`config.mk`:
```
export PLATFORM = sky130hd
export DESIGN_NAME = utf8_rune_decoder
export DESIGN_NICKNAME = d
export VERILOG_FILES = /design/src/hw/rtl/u8d_pkg.sv /design/src/hw/rtl/u8d_lane.sv /design/src/hw/rtl/u8d_merge.sv /design/src/hw/rtl/utf8_rune_decoder.sv
export VERILOG_INCLUDE_DIRS = /design/src /design/src/hw/rtl
export SDC_FILE = /design/constraint.sdc
export NUM_CORES = 1
export LEC_CHECK = 0
export ABC_AREA = 1
export BUFFER_PORTS_ARGS = -buffer_cell sky130_fd_sc_hd__buf_4
export CAP_MARGIN = 20
export CORE_MARGIN = 2
export CORE_UTILIZATION = 40
export DETAILED_ROUTE_END_ITERATION = 10
export GPL_TIMING_DRIVEN = 0
export PLACE_DENSITY_LB_ADDON = 0.05
export SLEW_MARGIN = 40
export SYNTH_ARGS = -nofsm -noshare
export SYNTH_HDL_FRONTEND = slang
export SYNTH_SLANG_ARGS = --single-unit
```
`constraint.sdc`:
```
create_clock -name clk -period 2.8 [get_ports clk]
set_input_delay 0.56 -clock clk [delete_from_list [all_inputs] [get_ports clk]]
set_output_delay 0.56 -clock clk [all_outputs]
set_load 0.01 [all_outputs]
```
`src/hw/rtl/utf8_rune_decoder_assert.svh`:
```
// Assertion macros for the UTF-8 rune decoder.
// Expects a clock named clk and an active-low reset named rst_n in the including scope.
`ifndef UTF8_RUNE_DECODER_ASSERT_SVH
`define UTF8_RUNE_DECODER_ASSERT_SVH

// Checks that the consequent holds in the same cycle as the antecedent.
`define U8D_ASSERT_SAME(label, ante, cons, msg) \
  label: assert property (@(posedge clk) disable iff (!rst_n) (ante) |-> (cons)) \
    else $error(msg);

// Checks that the consequent holds starting in the cycle after the antecedent.
`define U8D_ASSERT_NEXT(label, ante, cons, msg) \
  label: assert property (@(posedge clk) disable iff (!rst_n) (ante) |=> (cons)) \
    else $error(msg);

`endif

```
`src/hw/rtl/u8d_pkg.sv`:
```
// Shared types and constants for the UTF-8 rune decoder.
// No dependencies; used by the lane, merge and top-level modules.
`default_nettype none

package u8d_pkg;

  localparam int NUM_LANES = 4;

  localparam logic [7:0] CONT_MASK = 8'hC0;
  localparam logic [7:0] CONT_TAG  = 8'h80;

  localparam logic [2:0] CONSUMED_NUL  = 3'd0;
  localparam logic [2:0] CONSUMED_SKIP = 3'd1;

  // Sequence length that a lane assumes for the leader byte.
  typedef enum logic [1:0] {
    RLEN_1 = 2'd0,
    RLEN_2 = 2'd1,
    RLEN_3 = 2'd2,
    RLEN_4 = 2'd3
  } rune_len_t;

  // What one lane found in the window.
  typedef struct packed {
    logic        match;
    logic [2:0]  consumed;
    logic [20:0] code_point;
    logic        err;
  } lane_res_t;

  function automatic logic is_cont(input logic [7:0] b);
    return (b & CONT_MASK) == CONT_TAG;
  endfunction

endpackage

`default_nettype wire

```
`src/hw/rtl/u8d_lane.sv`:
```
// One decode lane: checks the window against a single sequence length.
// Depends on u8d_pkg for the lane result type and the length codes.
`default_nettype none

module u8d_lane
  import u8d_pkg::*;
(
  input  rune_len_t   len_i,
  input  logic        narrow_i,
  input  logic [7:0]  b0_i,
  input  logic [7:0]  b1_i,
  input  logic [7:0]  b2_i,
  input  logic [7:0]  b3_i,
  output lane_res_t   res_o
);

  logic        c1;
  logic        c2;
  logic        c3;
  logic        lead_ok;
  logic        conts_ok;
  logic        range_err;
  logic [20:0] cp;

  assign c1 = is_cont(b1_i);
  assign c2 = is_cont(b2_i);
  assign c3 = is_cont(b3_i);

  always_comb begin
    lead_ok   = 1'b0;
    conts_ok  = 1'b0;
    range_err = 1'b1;
    cp        = '0;
    case (len_i)
      RLEN_1: begin
        lead_ok   = (b0_i[7] == 1'b0);
        conts_ok  = 1'b1;
        cp        = {13'd0, b0_i};
        range_err = 1'b0;
      end
      RLEN_2: begin
        lead_ok   = ((b0_i & 8'hE0) == 8'hC0);
        conts_ok  = c1;
        cp        = {10'd0, b0_i[4:0], b1_i[5:0]};
        range_err = (cp < 21'h00080);
      end
      RLEN_3: begin
        lead_ok   = ((b0_i & 8'hF0) == 8'hE0);
        conts_ok  = c1 & c2;
        cp        = {5'd0, b0_i[3:0], b1_i[5:0], b2_i[5:0]};
        range_err = (cp < 21'h00800) || ((cp >= 21'h0D800) && (cp <= 21'h0DFFF));
      end
      RLEN_4: begin
        lead_ok   = ((b0_i & 8'hF8) == 8'hF0);
        conts_ok  = c1 & c2 & c3;
        cp        = {b0_i[2:0], b1_i[5:0], b2_i[5:0], b3_i[5:0]};
        // A four-byte rune cannot be represented in narrow mode.
        range_err = narrow_i || (cp < 21'h10000) || (cp > 21'h10FFFF);
      end
      default: begin
        lead_ok   = 1'b0;
        conts_ok  = 1'b0;
        range_err = 1'b1;
        cp        = '0;
      end
    endcase
  end

  always_comb begin
    res_o.match      = lead_ok & conts_ok;
    res_o.consumed   = 3'({1'b0, len_i}) + 3'd1;
    res_o.code_point = range_err ? 21'd0 : cp;
    res_o.err        = range_err;
  end

endmodule

`default_nettype wire

```
`src/hw/rtl/u8d_merge.sv`:
```
// Merge stage: picks the lane whose length matched, or reports a one-byte skip; a terminator overrides both.
// Depends on u8d_pkg for the lane result type and the consumed codes.
`default_nettype none

module u8d_merge
  import u8d_pkg::*;
(
  input  lane_res_t   lanes_i [NUM_LANES],
  input  logic        nul_i,
  output lane_res_t   res_o
);

  always_comb begin
    // No lane matched: a missing continuation or a stray leader skips one byte.
    res_o.match      = 1'b1;
    res_o.consumed   = CONSUMED_SKIP;
    res_o.code_point = '0;
    res_o.err        = 1'b1;
    for (int i = 0; i < NUM_LANES; i++) begin
      if (lanes_i[i].match) begin
        res_o = lanes_i[i];
      end
    end
    if (nul_i) begin
      res_o.match      = 1'b1;
      res_o.consumed   = CONSUMED_NUL;
      res_o.code_point = '0;
      res_o.err        = 1'b0;
    end
  end

endmodule

`default_nettype wire

```
`src/hw/rtl/utf8_rune_decoder.sv`:
```
// Top level of the UTF-8 rune decoder: four length lanes, a merge stage and the ports.
// Depends on u8d_pkg, u8d_lane, u8d_merge and utf8_rune_decoder_assert.svh.
//
//   Channel   Handshake            Payload
//   input     start / busy         in_byte_first .. in_byte_fourth
//   result    out_strobe           out_consumed, out_code_point, out_bad_seq
//   config    cfg_we               cfg_wdata (narrow_mode)
//
// One request is accepted every clock cycle; busy never rises.
// Each accepted request is registered in stages: the first register
// stage holds the four lane results, the second holds the merged result.
// Synchronous active-low reset clears the stage valids and narrow_mode.
// The receiver cannot stall, so each result is shown for exactly one cycle.
`default_nettype none

`include "utf8_rune_decoder_assert.svh"

module utf8_rune_decoder
  import u8d_pkg::*;
(
  input  logic        clk,
  input  logic        rst_n,

  input  logic        start,
  output logic        busy,
  input  logic [7:0]  in_byte_first,
  input  logic [7:0]  in_byte_second,
  input  logic [7:0]  in_byte_third,
  input  logic [7:0]  in_byte_fourth,

  output logic        out_strobe,
  output logic [2:0]  out_consumed,
  output logic [20:0] out_code_point,
  output logic        out_bad_seq,

  input  logic        cfg_we,
  input  logic        cfg_wdata
);

  logic      narrow_r;
  logic      narrow_nxt;
  logic      accept;

  lane_res_t lane_res     [NUM_LANES];
  lane_res_t lane_res_r   [NUM_LANES];
  logic      nul_r;
  logic      s1_valid_r;
  logic      s1_valid_nxt;

  lane_res_t merged;
  logic      out_strobe_r;
  logic      out_strobe_nxt;
  logic [2:0]  out_consumed_r;
  logic [20:0] out_code_point_r;
  logic        out_bad_seq_r;

  // The pipeline has no stalls, so a request is always taken.
  assign busy   = 1'b0;
  assign accept = start & ~busy;

  // Configuration register; the user must write it only while no request is in flight (not enforced here).
  assign narrow_nxt = cfg_we ? cfg_wdata : narrow_r;

  always_ff @(posedge clk) begin
    if (!rst_n) begin
      narrow_r <= 1'b0;
    end else begin
      narrow_r <= narrow_nxt;
    end
  end

  // Each lane assumes one sequence length and checks leader, continuations
  // and range for it. Leader patterns are disjoint, so at most one matches.
  for (genvar g = 0; g < NUM_LANES; g++) begin : g_lane
    u8d_lane u_lane (
      .len_i    (rune_len_t'(g)),
      .narrow_i (narrow_r),
      .b0_i     (in_byte_first),
      .b1_i     (in_byte_second),
      .b2_i     (in_byte_third),
      .b3_i     (in_byte_fourth),
      .res_o    (lane_res[g])
    );
  end

  // Stage one: capture the lane results and the terminator flag.
  assign s1_valid_nxt = accept;

  always_ff @(posedge clk) begin
    if (!rst_n) begin
      s1_valid_r <= 1'b0;
    end else begin
      s1_valid_r <= s1_valid_nxt;
    end
  end

  always_ff @(posedge clk) begin
    if (accept) begin
      lane_res_r <= lane_res;
      nul_r      <= (in_byte_first == 8'd0);
    end
  end

  // Stage two: merge the lanes and register the result for the output ports.
  u8d_merge u_merge (
    .lanes_i (lane_res_r),
    .nul_i   (nul_r),
    .res_o   (merged)
  );

  assign out_strobe_nxt = s1_valid_r;

  always_ff @(posedge clk) begin
    if (!rst_n) begin
      out_strobe_r <= 1'b0;
    end else begin
      out_strobe_r <= out_strobe_nxt;
    end
  end

  always_ff @(posedge clk) begin
    if (s1_valid_r) begin
      out_consumed_r   <= merged.consumed;
      out_code_point_r <= merged.code_point;
      out_bad_seq_r    <= merged.err;
    end
  end

  assign out_strobe     = out_strobe_r;
  assign out_consumed   = out_consumed_r;
  assign out_code_point = out_code_point_r;
  assign out_bad_seq    = out_bad_seq_r;

  // Every accepted request yields a result once it has passed both register stages.
  `U8D_ASSERT_NEXT(a_latency, accept, ##1 out_strobe, "result missing two cycles after request")

  // Leader patterns are disjoint, so no two lanes may claim the same window.
  `U8D_ASSERT_SAME(a_lane_excl, s1_valid_r,
    $onehot0({lane_res_r[0].match, lane_res_r[1].match,
              lane_res_r[2].match, lane_res_r[3].match}),
    "more than one decode lane matched")

  // A flagged result never carries a code point.
  `U8D_ASSERT_SAME(a_err_zero, out_strobe && out_bad_seq, out_code_point == 21'd0,
    "code point nonzero on decode error")

  // A terminator result is clean and empty.
  `U8D_ASSERT_SAME(a_nul_clean, out_strobe && (out_consumed == CONSUMED_NUL),
    !out_bad_seq && (out_code_point == 21'd0), "terminator result not clean")

endmodule

`default_nettype wire
```
==> out/metrics.cfg <==
[floorplan]
initial_utilization_pct = 41.5
chipWidth_um = 102
i_o_pin_count = 64
placeableCoreArea_sq_mm = 0.00928
floorplan.rows = 35
floorplan.die_area_sq_mm = 0.0104
dieHeight_um = 102

[cts]
post_cts_resize_count = 0
clk-insertion-delay-late_ns = 0.36
cts.sinks = 92
clock_tree.htree_level_count = 3
clock_path_buffers = 2
cts_inserted_buffers = 9
cts_hold_repair.buffers = 0
cts-root-buf = clkbuf_8
post_cts_buffers = 0
worst_path_clk_slew_ns = 0.09
tritoncts = done

[worst_setup_path]
timing.setup.critical_path_class = register to register
worstSetupEndpointType = register
timing.rr.end = out_code_point[5]$_SDFFCE_PP0P_
r2r-start = nul_r$_DFFE_PP_
required_time_of_the_worst_setup_path_ns = 3.03
arrival_ns = 1.70
setup.worst_path.start_class = register
ff2ff_path_depth = 4
r2r_setup_slk_ns = 1.33
critPathMaxFanout = 10

[grt]
gr-usage-all-layers_pct = 16.6
grt_max_degree = 66
first_global_vias = 2390
antenna_found_initial = 0
globalRouteOverflowTotal = 0
grt_pass1_wl_mm = 12.6

[timing]
final-setup-viol-count = 0
max_slew.worst_pin.slew_ns = 0.630
period_minus_ws_final_ns = 1.47
fmax_mhz = 679
relSlewSlack_pct = 58.0
final.setup.tns_ns = 0
worst_clock_skew_ns = 0.0141
share_of_the_cycle_needed_by_the_critical_path_after_routing_pct = 52.6
rsz0062_at_grt = false
maxSlewViolCount = 0
finalHoldViolCount = 0

[pwr]
power.static_leakage_nw = 2.06
internal_power_mw = 2.23
power.share.clock_pct = 33.3
peakVddDrop_v = 0.000282
p_comb_share_pct = 9.5
pwr_density_cell_mw_per_mm2 = 612
power_switching_share_pct = 22.5
total_switching_power_uw = 646
pwr-share-seq_pct = 57.3

[logic_synthesis]
yosysSeqAreaShare_pct = 70.9
post_synth_main_area_contributors = edfxtp_1, nand2_1, inv_1
syn-mean-instance-area_sq_um = 11.1
syn_inst = 347
syn_nets = 384
synth.cell_area_sq_mm = 0.00385
post-synth-top-area-cell = edfxtp_1
synthArstFlopShare_pct = 0
yosys_most_used_dff = edfxtp_1
synth_warn = 0
yosys_register_bits = 92
synth_enable_flop_cells = 89
synth.cells.most_frequent = edfxtp_1, nand2_1, inv_1
synth_cell_types = 25
netlist.area_leader.share_pct = 69.4

[placed_design]
portBuffers = 62
place_congestion = 0.762
dp_area_sq_mm = 0.00448
dp.cells = 538
post-dp-hpwl_mm = 5.32

[min_path]
hold_path_depth = 2
min_path_type = input pin to register
hold_end = narrow_r$_SDFFE_PN0P_
worstHoldStart = cfg_we

[routing]
first_pass_iters = 4
routed_wl_mm = 7.94
via_per_inst = 4.40
detailedRoute.firstIterationViolations = 124
overall_via_count_from_detail_route = 2438
route.antenna.remaining_nets = 0
drc = 0
wire_per_inst_um = 14.3

[status]
run_status = finished clean

[layout]
layout.cells.non_filler = 554
antennaDiodeCount = 0
post-route-cell-area_sq_mm = 0.00469
num-nets-final = 457
layout-drive-gt1-share_pct = 25.4
syn_to_final_growth_pct = 21.8

[job]
max_cap_violations = 0

[kinds of logic after synthesis]
group                  share of synthesized area [%]
buffers and inverters                           7.76
other                                         0.0973
AO/OA/AOI/OAI                                  0.422
flip-flops                                      70.9
AND/OR/NAND/NOR                                 20.8
[power by group through the flow]
stage,Sequential (mW),Clock [mW],Combinational [mW]
after global placement,1.68,0,0.274
after floorplan,1.68,0,0.125
after CTS,1.65,0.973,0.277
after global routing,1.66,1.02,0.310
after detailed placement,1.68,0,0.276
final,1.65,0.956,0.272
[registers in the layout, indices dropped and copies added (netlist names)]
name / count
narrow_r: 1
out_strobe_nxt: 1
lane_res_r: 63
out_code_point: 21
out_bad_seq: 1
out_consumed: 3
nul_r: 1
out_strobe: 1
[area by class of cell]
class                   count  area (sq um)
plain buffers              15           108
clock buffers              11           131
fillers                   911          4590
repair buffers             62           469
well taps                 129           161
flip-flops and latches     92          2730
inverters                  51           191
multi-input cells         189           822
clock inverters             5          77.6
[critical path, cell delays in order, from the launching register on]
cell and delay, ns:
edfxtp_1 0.42, nor2_2 0.41, buf_2 0.31, nand2_1 0.12, nand2_1 0.07
[how the worst max path moves through the flow]
stage,startpoint,end,slack (ns),depth (start not counted)
after floorplan,in_byte_first[1],lane_res_r[39]$_SDFFCE_PP0P_,1.46,5
after global placement,in_byte_first[0],lane_res_r[39]$_SDFFCE_PP0P_,0.96,6
after detailed placement,in_byte_first[0],lane_res_r[39]$_SDFFCE_PP0P_,0.96,6
after CTS,nul_r$_DFFE_PP_,out_code_point[11]$_SDFFCE_PP0P_,1.29,6
after global routing,nul_r$_DFFE_PP_,out_code_point[11]$_SDFFCE_PP0P_,1.15,6
final,nul_r$_DFFE_PP_,out_code_point[5]$_SDFFCE_PP0P_,1.33,4
[through the flow]
stage / total power, mW / hold WS, ns / worst slack (ns) / utilization, %
after global routing: 2.99 / 0.377 / 1.15 / 50.6
after detailed placement: 1.96 / 0.504 / 0.958 / 48.3
after global placement: 1.95 / 0.496 / 0.963 / 48.3
after CTS: 2.90 / 0.366 / 1.29 / 50.5
after floorplan: 1.81 / 0.487 / 1.46 / -
final: 2.88 / 0.375 / 1.33 / 50.6
[cells in the final DEF, fill, tap and decap left out, types with 3 or more instances in the layout]
| cell | n |
|---|---|
| nand3_1 | 28 |
| edfxtp_1 | 89 |
| nor2_1 | 41 |
| nor2_2 | 17 |
| clkbuf_8 | 9 |
| buf_2 | 4 |
| buf_4 | 63 |
| clkbuf_1 | 6 |
| nand2_1 | 89 |
| nand3b_1 | 3 |
| inv_1 | 48 |
| buf_6 | 4 |
[layer usage]
layer  GRT usage, %  vias up  wire, um
li1               -     1258         -
met1           23.6     1106      3790
met2           25.5       64      3630
met3           2.74       10       399
met4           6.77        0       119
met5              0        -         0
Power figures use the tool's default switching activity.
